$ cat config.mk
export PLATFORM = sky130hd
export DESIGN_NAME = multichannel_fir_filter
export DESIGN_NICKNAME = d
export VERILOG_FILES = /design/src/rtl/mcfir_pkg.sv /design/src/rtl/mcfir_coef_mem.sv /design/src/rtl/mcfir_delay_mem.sv /design/src/rtl/mcfir_mac.sv /design/src/rtl/multichannel_fir_filter.sv
export VERILOG_INCLUDE_DIRS = /design/src /design/src/rtl
export SDC_FILE = /design/constraint.sdc
export NUM_CORES = 2
export LEC_CHECK = 0
export CAP_MARGIN = 40
export CORE_UTILIZATION = 59
export CTS_BUF_LIST = sky130_fd_sc_hd__clkbuf_8 sky130_fd_sc_hd__clkbuf_16
export DETAILED_ROUTE_END_ITERATION = 8
export DONT_BUFFER_PORTS = 1
export HOLD_SLACK_MARGIN = 0.08
export PLACE_DENSITY = 0.82
export SYNTH_ARGS = -nofsm -noshare
export SYNTH_HDL_FRONTEND = slang
export SYNTH_SLANG_ARGS = --single-unit
$ cat constraint.sdc
create_clock -name aclk -period 9.2 [get_ports aclk]
set_input_delay 0.46 -clock aclk [delete_from_list [all_inputs] [get_ports aclk]]
set_output_delay 0.46 -clock aclk [all_outputs]
set_load 0.1 [all_outputs]
$ cat src/rtl/multichannel_fir_filter_macros.svh
// ============================================================================
// multichannel_fir_filter_macros.svh
// Assertion macros for the multichannel FIR filter RTL.
// ============================================================================
`ifndef MULTICHANNEL_FIR_FILTER_MACROS_SVH
`define MULTICHANNEL_FIR_FILTER_MACROS_SVH

`ifndef SYNTHESIS

// Clocked check, disabled while reset is asserted (active-low reset).
`define MCFIR_ASSERT(lbl, clk, rst_n, prop, msg) \
    lbl: assert property (@(posedge clk) disable iff (!rst_n) prop) else $error(msg);

// Clocked check that also holds during reset.
`define MCFIR_ASSERT_ALWAYS(lbl, clk, prop, msg) \
    lbl: assert property (@(posedge clk) prop) else $error(msg);

`else

`define MCFIR_ASSERT(lbl, clk, rst_n, prop, msg)
`define MCFIR_ASSERT_ALWAYS(lbl, clk, prop, msg)

`endif

`endif

$ cat src/rtl/mcfir_pkg.sv
// ============================================================================
// mcfir_pkg
// Shared constants and types for the multichannel FIR filter.
// ============================================================================
package mcfir_pkg;

    // Filter geometry
    localparam int TAPS     = 32;
    localparam int CHANNELS = 4;

    // Field widths
    localparam int CMD_W    = 1;
    localparam int CHAN_W   = 2;
    localparam int SAMP_W   = 24;
    localparam int CIDX_W   = 5;
    localparam int COEF_W   = 16;
    localparam int OUT_W    = 32;

    // Derived widths
    localparam int TAP_W     = $clog2(TAPS);
    localparam int TAP_CNT_W = $clog2(TAPS + 1);
    localparam int DLY_AW    = CHAN_W + TAP_W;
    localparam int DLY_DEPTH = 1 << DLY_AW;
    localparam int PROD_W    = COEF_W + SAMP_W;

    // Commands
    localparam logic [CMD_W-1:0] CMD_FILTER = 1'b0;
    localparam logic [CMD_W-1:0] CMD_LOAD   = 1'b1;

    // Control from the sequencer to the MAC unit
    typedef struct packed {
        logic clear;      // zero the accumulator
        logic tap_valid;  // read data for one tap is present
        logic tap_last;   // that tap is the final one of the item
    } mac_ctrl_t;

endpackage

$ cat src/rtl/mcfir_coef_mem.sv
// ============================================================================
// mcfir_coef_mem
// Shared coefficient table: one write port, one registered read port.
// Entries never written since reset read as zero.
// ============================================================================
module mcfir_coef_mem
    import mcfir_pkg::*;
(
    input  logic                     aclk,
    input  logic                     aresetn,
    input  logic                     wr_en,
    input  logic [TAP_W-1:0]         wr_addr,
    input  logic signed [COEF_W-1:0] wr_data,
    input  logic [TAP_W-1:0]         rd_addr,
    output logic signed [COEF_W-1:0] rd_data
);

    logic signed [COEF_W-1:0] mem [TAPS];
    logic [TAPS-1:0]          vld_reg;
    logic signed [COEF_W-1:0] rd_data_reg;
    logic                     rd_vld_reg;

    // Storage array and registered read
    always_ff @(posedge aclk) begin
        if (wr_en) begin
            mem[wr_addr] <= wr_data;
        end
        rd_data_reg <= mem[rd_addr];
    end

    // Per-entry written flags
    always_ff @(posedge aclk) begin
        if (!aresetn) begin
            vld_reg    <= '0;
            rd_vld_reg <= 1'b0;
        end else begin
            if (wr_en) begin
                vld_reg[wr_addr] <= 1'b1;
            end
            rd_vld_reg <= vld_reg[rd_addr];
        end
    end

    assign rd_data = rd_vld_reg ? rd_data_reg : '0;

endmodule

$ cat src/rtl/mcfir_delay_mem.sv
// ============================================================================
// mcfir_delay_mem
// Sample delay lines of all channels in one synchronous RAM,
// addressed {channel, slot}, one write and one registered read per cycle.
// ============================================================================
module mcfir_delay_mem
    import mcfir_pkg::*;
(
    input  logic                     aclk,
    input  logic                     wr_en,
    input  logic [DLY_AW-1:0]        wr_addr,
    input  logic signed [SAMP_W-1:0] wr_data,
    input  logic [DLY_AW-1:0]        rd_addr,
    output logic signed [SAMP_W-1:0] rd_data
);

    logic signed [SAMP_W-1:0] mem [DLY_DEPTH];
    logic signed [SAMP_W-1:0] rd_data_reg;

    always_ff @(posedge aclk) begin
        if (wr_en) begin
            mem[wr_addr] <= wr_data;
        end
        rd_data_reg <= mem[rd_addr];
    end

    assign rd_data = rd_data_reg;

endmodule

$ cat src/rtl/mcfir_mac.sv
// ============================================================================
// mcfir_mac
// Multiply-accumulate unit: one registered product per tap, then a
// 32-bit wrapping accumulate. Raises done in the same cycle as the final sum reaches acc.
// ============================================================================
module mcfir_mac
    import mcfir_pkg::*;
(
    input  logic                     aclk,
    input  logic                     aresetn,
    input  mac_ctrl_t                ctrl,
    input  logic signed [COEF_W-1:0] coef,
    input  logic signed [SAMP_W-1:0] sample,
    output logic signed [OUT_W-1:0]  acc,
    output logic                     done
);

    logic signed [PROD_W-1:0] prod_reg;
    logic signed [OUT_W-1:0]  acc_reg;
    logic                     prod_vld_reg;
    logic                     prod_last_reg;
    logic                     done_reg;

    // Control pipeline
    always_ff @(posedge aclk) begin
        if (!aresetn) begin
            prod_vld_reg  <= 1'b0;
            prod_last_reg <= 1'b0;
            done_reg      <= 1'b0;
        end else begin
            prod_vld_reg  <= ctrl.tap_valid;
            prod_last_reg <= ctrl.tap_valid & ctrl.tap_last;
            done_reg      <= prod_vld_reg & prod_last_reg;
        end
    end

    // Product and accumulator; sum wraps at 32 bits
    always_ff @(posedge aclk) begin
        if (ctrl.tap_valid) begin
            prod_reg <= coef * sample;
        end
        if (ctrl.clear) begin
            acc_reg <= '0;
        end else if (prod_vld_reg) begin
            acc_reg <= acc_reg + prod_reg[OUT_W-1:0];
        end
    end

    assign acc  = acc_reg;
    assign done = done_reg;

endmodule

$ cat src/rtl/multichannel_fir_filter.sv
// ============================================================================
// multichannel_fir_filter
// Four-channel FIR filter with one shared coefficient table, per-channel
// circular delay lines in RAM and one multiply-accumulate per tap.
// ============================================================================
//
//  Channel  Dir  Ports                                         Beat
//  s_*      in   command, channel, sample_value, coef_index,   coefficient load
//                coef_value                                    or one sample
//  m_*      out  filtered, out_channel                         one FIR sum
//
//  A coefficient load leaves s_ready high. A sample holds it low through the
//  write, run, drain and hold states: one delay RAM read port feeds the MAC.
//  Reset clears pointers and written flags; unwritten entries read as zero.
//  A result waits in the output register; only a second result stalls on it.
//
module multichannel_fir_filter
    import mcfir_pkg::*;
(
    input  logic                     aclk,
    input  logic                     aresetn,
    input  logic                     s_valid,
    output logic                     s_ready,
    input  logic [CMD_W-1:0]         s_command,
    input  logic [CHAN_W-1:0]        s_channel,
    input  logic signed [SAMP_W-1:0] s_sample_value,
    input  logic [CIDX_W-1:0]        s_coef_index,
    input  logic signed [COEF_W-1:0] s_coef_value,
    output logic                     m_valid,
    input  logic                     m_ready,
    output logic signed [OUT_W-1:0]  m_filtered,
    output logic [CHAN_W-1:0]        m_out_channel
);

`include "multichannel_fir_filter_macros.svh"

    localparam logic [2:0] ST_IDLE  = 3'd0;
    localparam logic [2:0] ST_WRITE = 3'd1;
    localparam logic [2:0] ST_RUN   = 3'd2;
    localparam logic [2:0] ST_DRAIN = 3'd3;
    localparam logic [2:0] ST_HOLD  = 3'd4;

    localparam logic [TAP_W-1:0]     TAP_LAST  = TAP_W'(TAPS - 1);
    localparam logic [TAP_W:0]       TAPS_WIDE = (TAP_W + 1)'(TAPS);
    localparam logic [TAP_CNT_W-1:0] TAPS_CNT  = TAP_CNT_W'(TAPS);

    logic [2:0]               state_reg, state_next;
    logic [TAP_CNT_W-1:0]     tap_cnt_reg;
    logic [TAP_W-1:0]         wp_reg [CHANNELS];
    logic [CHANNELS-1:0]      full_reg;
    logic [TAP_W-1:0]         cur_wp_reg;
    logic                     cur_full_reg;
    logic [CHAN_W-1:0]        cur_ch_reg;
    logic signed [SAMP_W-1:0] cur_samp_reg;
    logic                     rd_vld_reg;
    logic                     rd_last_reg;
    logic                     rd_ok_reg;
    logic                     m_valid_reg;
    logic signed [OUT_W-1:0]  m_filtered_reg;
    logic [CHAN_W-1:0]        m_ch_reg;

    logic                     in_acc;
    logic                     chan_ok;
    logic                     coef_idx_ok;
    logic                     load_acc;
    logic                     filt_acc;
    logic [TAP_W-1:0]         tap_idx;
    logic [TAP_W-1:0]         rd_pos;
    logic                     rd_pos_ok;
    logic                     issue;
    logic                     issue_last;
    logic                     out_free;
    logic signed [COEF_W-1:0] coef_rd;
    logic signed [SAMP_W-1:0] dly_rd;
    logic signed [SAMP_W-1:0] mac_samp;
    logic signed [OUT_W-1:0]  mac_acc;
    logic                     mac_done;
    mac_ctrl_t                mac_ctrl;

    // Input decode
    assign s_ready     = (state_reg == ST_IDLE);
    assign in_acc      = s_valid & s_ready;
    assign chan_ok     = (int'(s_channel) < CHANNELS);
    assign coef_idx_ok = (int'(s_coef_index) < TAPS);
    assign load_acc    = in_acc & (s_command == CMD_LOAD) & coef_idx_ok;
    assign filt_acc    = in_acc & (s_command == CMD_FILTER) & chan_ok;

    // Tap read address: slot i steps back from the newest sample
    assign tap_idx = tap_cnt_reg[TAP_W-1:0];
    always_comb begin
        if (cur_wp_reg >= tap_idx) begin
            rd_pos = cur_wp_reg - tap_idx;
        end else begin
            rd_pos = TAP_W'({1'b0, cur_wp_reg} + TAPS_WIDE - {1'b0, tap_idx});
        end
    end
    assign rd_pos_ok  = cur_full_reg | (rd_pos <= cur_wp_reg);
    assign issue      = (state_reg == ST_RUN);
    assign issue_last = (tap_idx == TAP_LAST);
    assign out_free   = ~m_valid_reg | m_ready;

    // Sequencer
    always_comb begin
        state_next = state_reg;
        case (state_reg)
            ST_IDLE: begin
                if (filt_acc) begin
                    state_next = ST_WRITE;
                end
            end
            ST_WRITE: begin
                state_next = ST_RUN;
            end
            ST_RUN: begin
                if (issue_last) begin
                    state_next = ST_DRAIN;
                end
            end
            ST_DRAIN: begin
                if (mac_done) begin
                    state_next = ST_HOLD;
                end
            end
            ST_HOLD: begin
                if (out_free) begin
                    state_next = ST_IDLE;
                end
            end
            default: begin
                state_next = ST_IDLE;
            end
        endcase
    end

    // Control registers
    always_ff @(posedge aclk) begin
        if (!aresetn) begin
            state_reg   <= ST_IDLE;
            tap_cnt_reg <= '0;
            full_reg    <= '0;
            rd_vld_reg  <= 1'b0;
            rd_last_reg <= 1'b0;
            m_valid_reg <= 1'b0;
            for (int c = 0; c < CHANNELS; c++) begin
                wp_reg[c] <= '0;
            end
        end else begin
            state_reg <= state_next;

            // Pointer advance and wrap tracking at sample accept
            if (filt_acc) begin
                wp_reg[s_channel] <= (wp_reg[s_channel] == TAP_LAST) ? '0
                                     : wp_reg[s_channel] + 1'b1;
                if (wp_reg[s_channel] == TAP_LAST) begin
                    full_reg[s_channel] <= 1'b1;
                end
            end

            // Tap counter
            if (state_reg == ST_WRITE) begin
                tap_cnt_reg <= '0;
            end else if (issue) begin
                tap_cnt_reg <= tap_cnt_reg + 1'b1;
            end

            rd_vld_reg  <= issue;
            rd_last_reg <= issue & issue_last;

            // Output register
            if (state_reg == ST_HOLD && out_free) begin
                m_valid_reg <= 1'b1;
            end else if (m_ready) begin
                m_valid_reg <= 1'b0;
            end
        end
    end

    // Payload registers
    always_ff @(posedge aclk) begin
        if (filt_acc) begin
            cur_ch_reg   <= s_channel;
            cur_samp_reg <= s_sample_value;
            cur_wp_reg   <= wp_reg[s_channel];
            cur_full_reg <= full_reg[s_channel] | (wp_reg[s_channel] == TAP_LAST);
        end
        rd_ok_reg <= rd_pos_ok;
        if (state_reg == ST_HOLD && out_free) begin
            m_filtered_reg <= mac_acc;
            m_ch_reg       <= cur_ch_reg;
        end
    end

    // Coefficient table
    mcfir_coef_mem u_coef_mem (
        .aclk    (aclk),
        .aresetn (aresetn),
        .wr_en   (load_acc),
        .wr_addr (TAP_W'(s_coef_index)),
        .wr_data (s_coef_value),
        .rd_addr (tap_idx),
        .rd_data (coef_rd)
    );

    // Delay lines
    mcfir_delay_mem u_delay_mem (
        .aclk    (aclk),
        .wr_en   (state_reg == ST_WRITE),
        .wr_addr ({cur_ch_reg, cur_wp_reg}),
        .wr_data (cur_samp_reg),
        .rd_addr ({cur_ch_reg, rd_pos}),
        .rd_data (dly_rd)
    );

    // MAC
    assign mac_ctrl.clear     = (state_reg == ST_WRITE);
    assign mac_ctrl.tap_valid = rd_vld_reg;
    assign mac_ctrl.tap_last  = rd_last_reg;
    assign mac_samp           = rd_ok_reg ? dly_rd : '0;

    mcfir_mac u_mac (
        .aclk    (aclk),
        .aresetn (aresetn),
        .ctrl    (mac_ctrl),
        .coef    (coef_rd),
        .sample  (mac_samp),
        .acc     (mac_acc),
        .done    (mac_done)
    );

    assign m_valid       = m_valid_reg;
    assign m_filtered    = m_filtered_reg;
    assign m_out_channel = m_ch_reg;

    // Checks
    `MCFIR_ASSERT(a_tap_cnt_range, aclk, aresetn, (state_reg == ST_RUN) |-> (tap_cnt_reg < TAPS_CNT), "tap counter past last tap")
    `MCFIR_ASSERT(a_filt_starts_write, aclk, aresetn, filt_acc |=> (state_reg == ST_WRITE), "sample beat did not start a write")
    `MCFIR_ASSERT(a_done_in_drain, aclk, aresetn, mac_done |-> (state_reg == ST_DRAIN), "MAC finished outside drain")
    `MCFIR_ASSERT(a_out_from_hold, aclk, aresetn, $rose(m_valid_reg) |-> ($past(state_reg) == ST_HOLD), "result raised outside hold")

endmodule
==> key figures <==
Placement
  – RePlAce Congestion: 0.889
  – IO buf count: 0
  – Hpwl dp: 238 mm
  – Cell Area, Placed: 0.163 sq mm
  – Pre-CTS setup slack: roughly 1100 ps

Synthesis
  – Seq cells post-synth: around 3.8k
  – Number of flops mapped to enable cells by yosys: 3702
  – Avg Inst Size Synth: 21.1 sq um
  – Syn Nets: 7942
  – Synth unique cells: 67
  – Most used flip-flop cell after synthesis: edfxtp_1
  – Synth Instances: ~7.5k
  – Warning count from the yosys run: 0
  – Synth async-reset ratio: 0%
  – Mapped cell area: 0.157 sq mm
  – Sequential share of the synthesized area: 72.2%

Clock tree
  – Clock latency on the worst-skew pair: 960 ps
  – Post-cts sizing count: 0
  – CTS tree: yes
  – Sink Count: about 3.8k
  – CTS max path bufs: 4
  – CTS Buf Count: about 370
  – Clock-pin slew of the registers on the worst-case setup and hold paths: 70 ps
  – Root buffer cell: clkbuf_16
  – H-Tree Depth: 5

Setup path
  – CP max stage delay: 880 ps
  – Endpoint type of the worst setup path: register
  – Setup CP Type: reg2reg
  – CP most frequent cell: fa_1
  – Worst R2R Path Depth: 21
  – Worst R2R End: u_mac.prod_reg[31]
  – Critical path launch point type: register
  – R2R Setup Slk: roughly 930 ps
  – Slowest cell on the critical path: dfxtp_1
  – Reg2Reg Launch Point: u_coef_mem.rd_vld_reg
  – Crit-path cells: nand2_1 -> nor2_1 -> fa_1 -> inv_1 -> fa_1 -> fa_1 -> inv_1 -> fa_1 -> fa_1 -> fa_1 -> ha_1 -> a21o_1 -> a21o_1 -> a21oi_1 -> a2bb2oi_1 -> a31oi_1 -> o41ai_1 -> a311oi_1 -> o21a_1 -> nor2_1 -> xnor2_1
  – Worst setup path end: u_mac.prod_reg[31]
  – CP Launch Point: u_coef_mem.rd_vld_reg
  – Arr. time, crit path: 8880 ps
  – Worst Path Max Fanout: 30
  – Required time of the critical path: just under 10000 ps

STA
  – Total negative slack: 0 ps
  – Final min period: 8270 ps
  – Final Setup Violations: 0
  – Clk_skew: 94.6 ps
  – Worst-margin pin slew: 1060 ps
  – Max Slew Vio Count: 0
  – Worst Slack Setup Final: 931 ps
  – Fmax: 121 MHz
  – Final period util: 89.9%
  – RSZ-0062 raised after global routing: no
  – Relative slew slack: 29.4%
  – Hold_ws: 117 ps
  – Final Hold Fails: 0

Routing
  – 1st-iter DRT viols: 15.2k
  – 1st-pass router iterations: 8
  – Detailed-route DRC error count: 0
  – Via count: ~85k
  – Via density: 7.29
  – Routed len/inst: 40.6 um
  – Final wirelength: 475 mm
  – Routed Antenna Nets: 0

Global route
  – Antenna violations before repair: 66
  – First-pass GRT wire length: 657 mm
  – GRT Total Usage: 35.2%
  – Largest net degree at the start of global routing: 149
  – Vias in the first global route: 84.8k
  – Grt ovf: 0

Cells and area
  – Final #Nets: around 8.3k
  – # fillers: 15.1k
  – Biggest register: u_delay_mem.mem
  – Max reg flops: 3072
  – Sequential Area: approximately 0.11 sq mm
  – Area of the multi-input gates: 0.0412 sq mm
  – Largest registers: u_delay_mem.mem: 3072 flops, u_coef_mem.mem: 512 flops
  – Post-Layout Inst Area: 0.176 sq mm
  – Commonest non-fill, non-tap cell in the layout: edfxtp_1
  – Commonest cells after routing, fill and taps aside: edfxtp_1 (3702), mux4_2 (1178), inv_1 (457), clkbuf_16 (380), nand2_1 (329)
  – Ratio of cells with drive above 1 in the final layout: between 20% and 30%
  – Area grow syn2layout: 12.0%

Floorplan
  – # IOs: 88
  – Starting density of the core: 59.4%
  – Cell Rows: between 150 and 200
  – Die width: 518 um
  – Die area: around 0.27 sq mm
  – DIE HEIGHT: roughly 520 um
  – CORE AREA: 0.265 sq mm

Job
  – Max-cap viol count: 0

Outcome
  – Outcome: complete, no violations

Pwr
  – Peak VDD IR: 0.176 mV
  – Total power: between 30 and 40 mW
  – Leakage: about 58 nW
  – Pwr dens: 225 mW/mm^2

Worst hold path
  – Worst min path class: in2reg
==> worst max-delay path: cells and delay by family, from the launching register on <==
kind | cells | cell delay [ps]
compound gates | 8 | 2320
simple gates | 3 | 1320
xor+xnor | 1 | 80
fa+ha+maj | 7 | 3230
flops | 1 | 880
buf+inv | 2 | 150
==> kinds of logic after synthesis <==
family                     share of synthesized area [%]
AOI/OAI and AO/OA                                   1.06
xor gates and xnor gates                           0.451
adders and majority gates                           4.89
buffers and inverters                               1.89
DFF                                                 72.2
muxes                                               17.2
and+or+nand+nor                                     2.31
==> cell usage after synthesis, types with 4 or more instances <==
master	number	area share, %
mux2i_1	26	0.17
nand2_1	329	0.78
nor2_1	423	1.0
edfxtp_1	3702	71
nand3_1	21	0.067
ha_1	133	1.1
nand3b_1	4	0.019
inv_1	390	0.93
mux4_2	1178	17
a31o_2	4	0.022
xnor2_1	59	0.33
nor3_1	8	0.025
nand2b_1	14	0.056
o21bai_1	4	0.019
o21ai_0	38	0.12
o221ai_1	5	0.028
mux2_2	24	0.17
buf_2	77	0.24
or2_2	7	0.028
o21a_1	52	0.25
a211oi_1	10	0.048
a21o_1	29	0.14
dfxtp_1	124	1.6
o211ai_1	4	0.019
a31oi_1	9	0.036
nor2b_1	9	0.036
a21boi_0	4	0.019
xor2_1	22	0.12
fa_1	301	3.8
buf_1	38	0.091
o22ai_1	8	0.032
clkbuf_1	240	0.57
and2_1	43	0.17
and3_1	8	0.032
a21oi_1	51	0.16
nand4_1	9	0.036
buf_6	5	0.036
==> how the worst min path moves through the flow <==
stage                  startpoint             end  slack (ps)  cells after the start
floorplan            cur_full_reg       rd_ok_reg         410                      1
global placement    u_mac.acc[31]  m_filtered[31]         430                      0
detailed placement  u_mac.acc[31]  m_filtered[31]         450                      0
CTS                  s_channel[0]    wp_reg[2][4]          90                      2
global route              aresetn    wp_reg[3][1]         120                      1
finish                    aresetn    wp_reg[3][1]         120                      1
==> metal layers <==
metal / global-route usage (%) / vias up / part of all wire, %
li1: - / 30700 / -
met1: 44.5 / 43500 / 31
met2: 55.5 / 8992 / 47
met3: 9.88 / 2017 / 14
met4: 19.6 / 50 / 7.4
met5: 0.587 / - / 0.11
==> timing repair <==
action                                 in CTS  in global routing
endpoints found under the hold margin     636                  6
hold buffers                               53                  1
setup buffers                               0                  0
==> final cells by class <==
type	instances	area share (%)
tap	3533	2.51
clock buffer	389	5.45
inverter	392	0.835
sequential	3826	64.5
multi-input combinational	2876	23.4
timing repair buffer	372	2.01
clock inverter	271	1.29
antenna	31	0.0440
==> metrics by stage <==
stage          util, %  std cells
5_1_grt           66.5      11700
3_3_place_gp      61.5      10900
2_1_floorplan        -       7456
4_1_cts           66.4      11600
3_5_place_dp      61.7      10900
6_report          66.5      11700
==> power by group <==
group,switching [mW],total [mW],internal (mW)
registers,0.127,19.4,19.2
clock network,7.00,15.6,8.58
logic,2.92,4.79,1.87
Power figures use the tool's default switching activity.
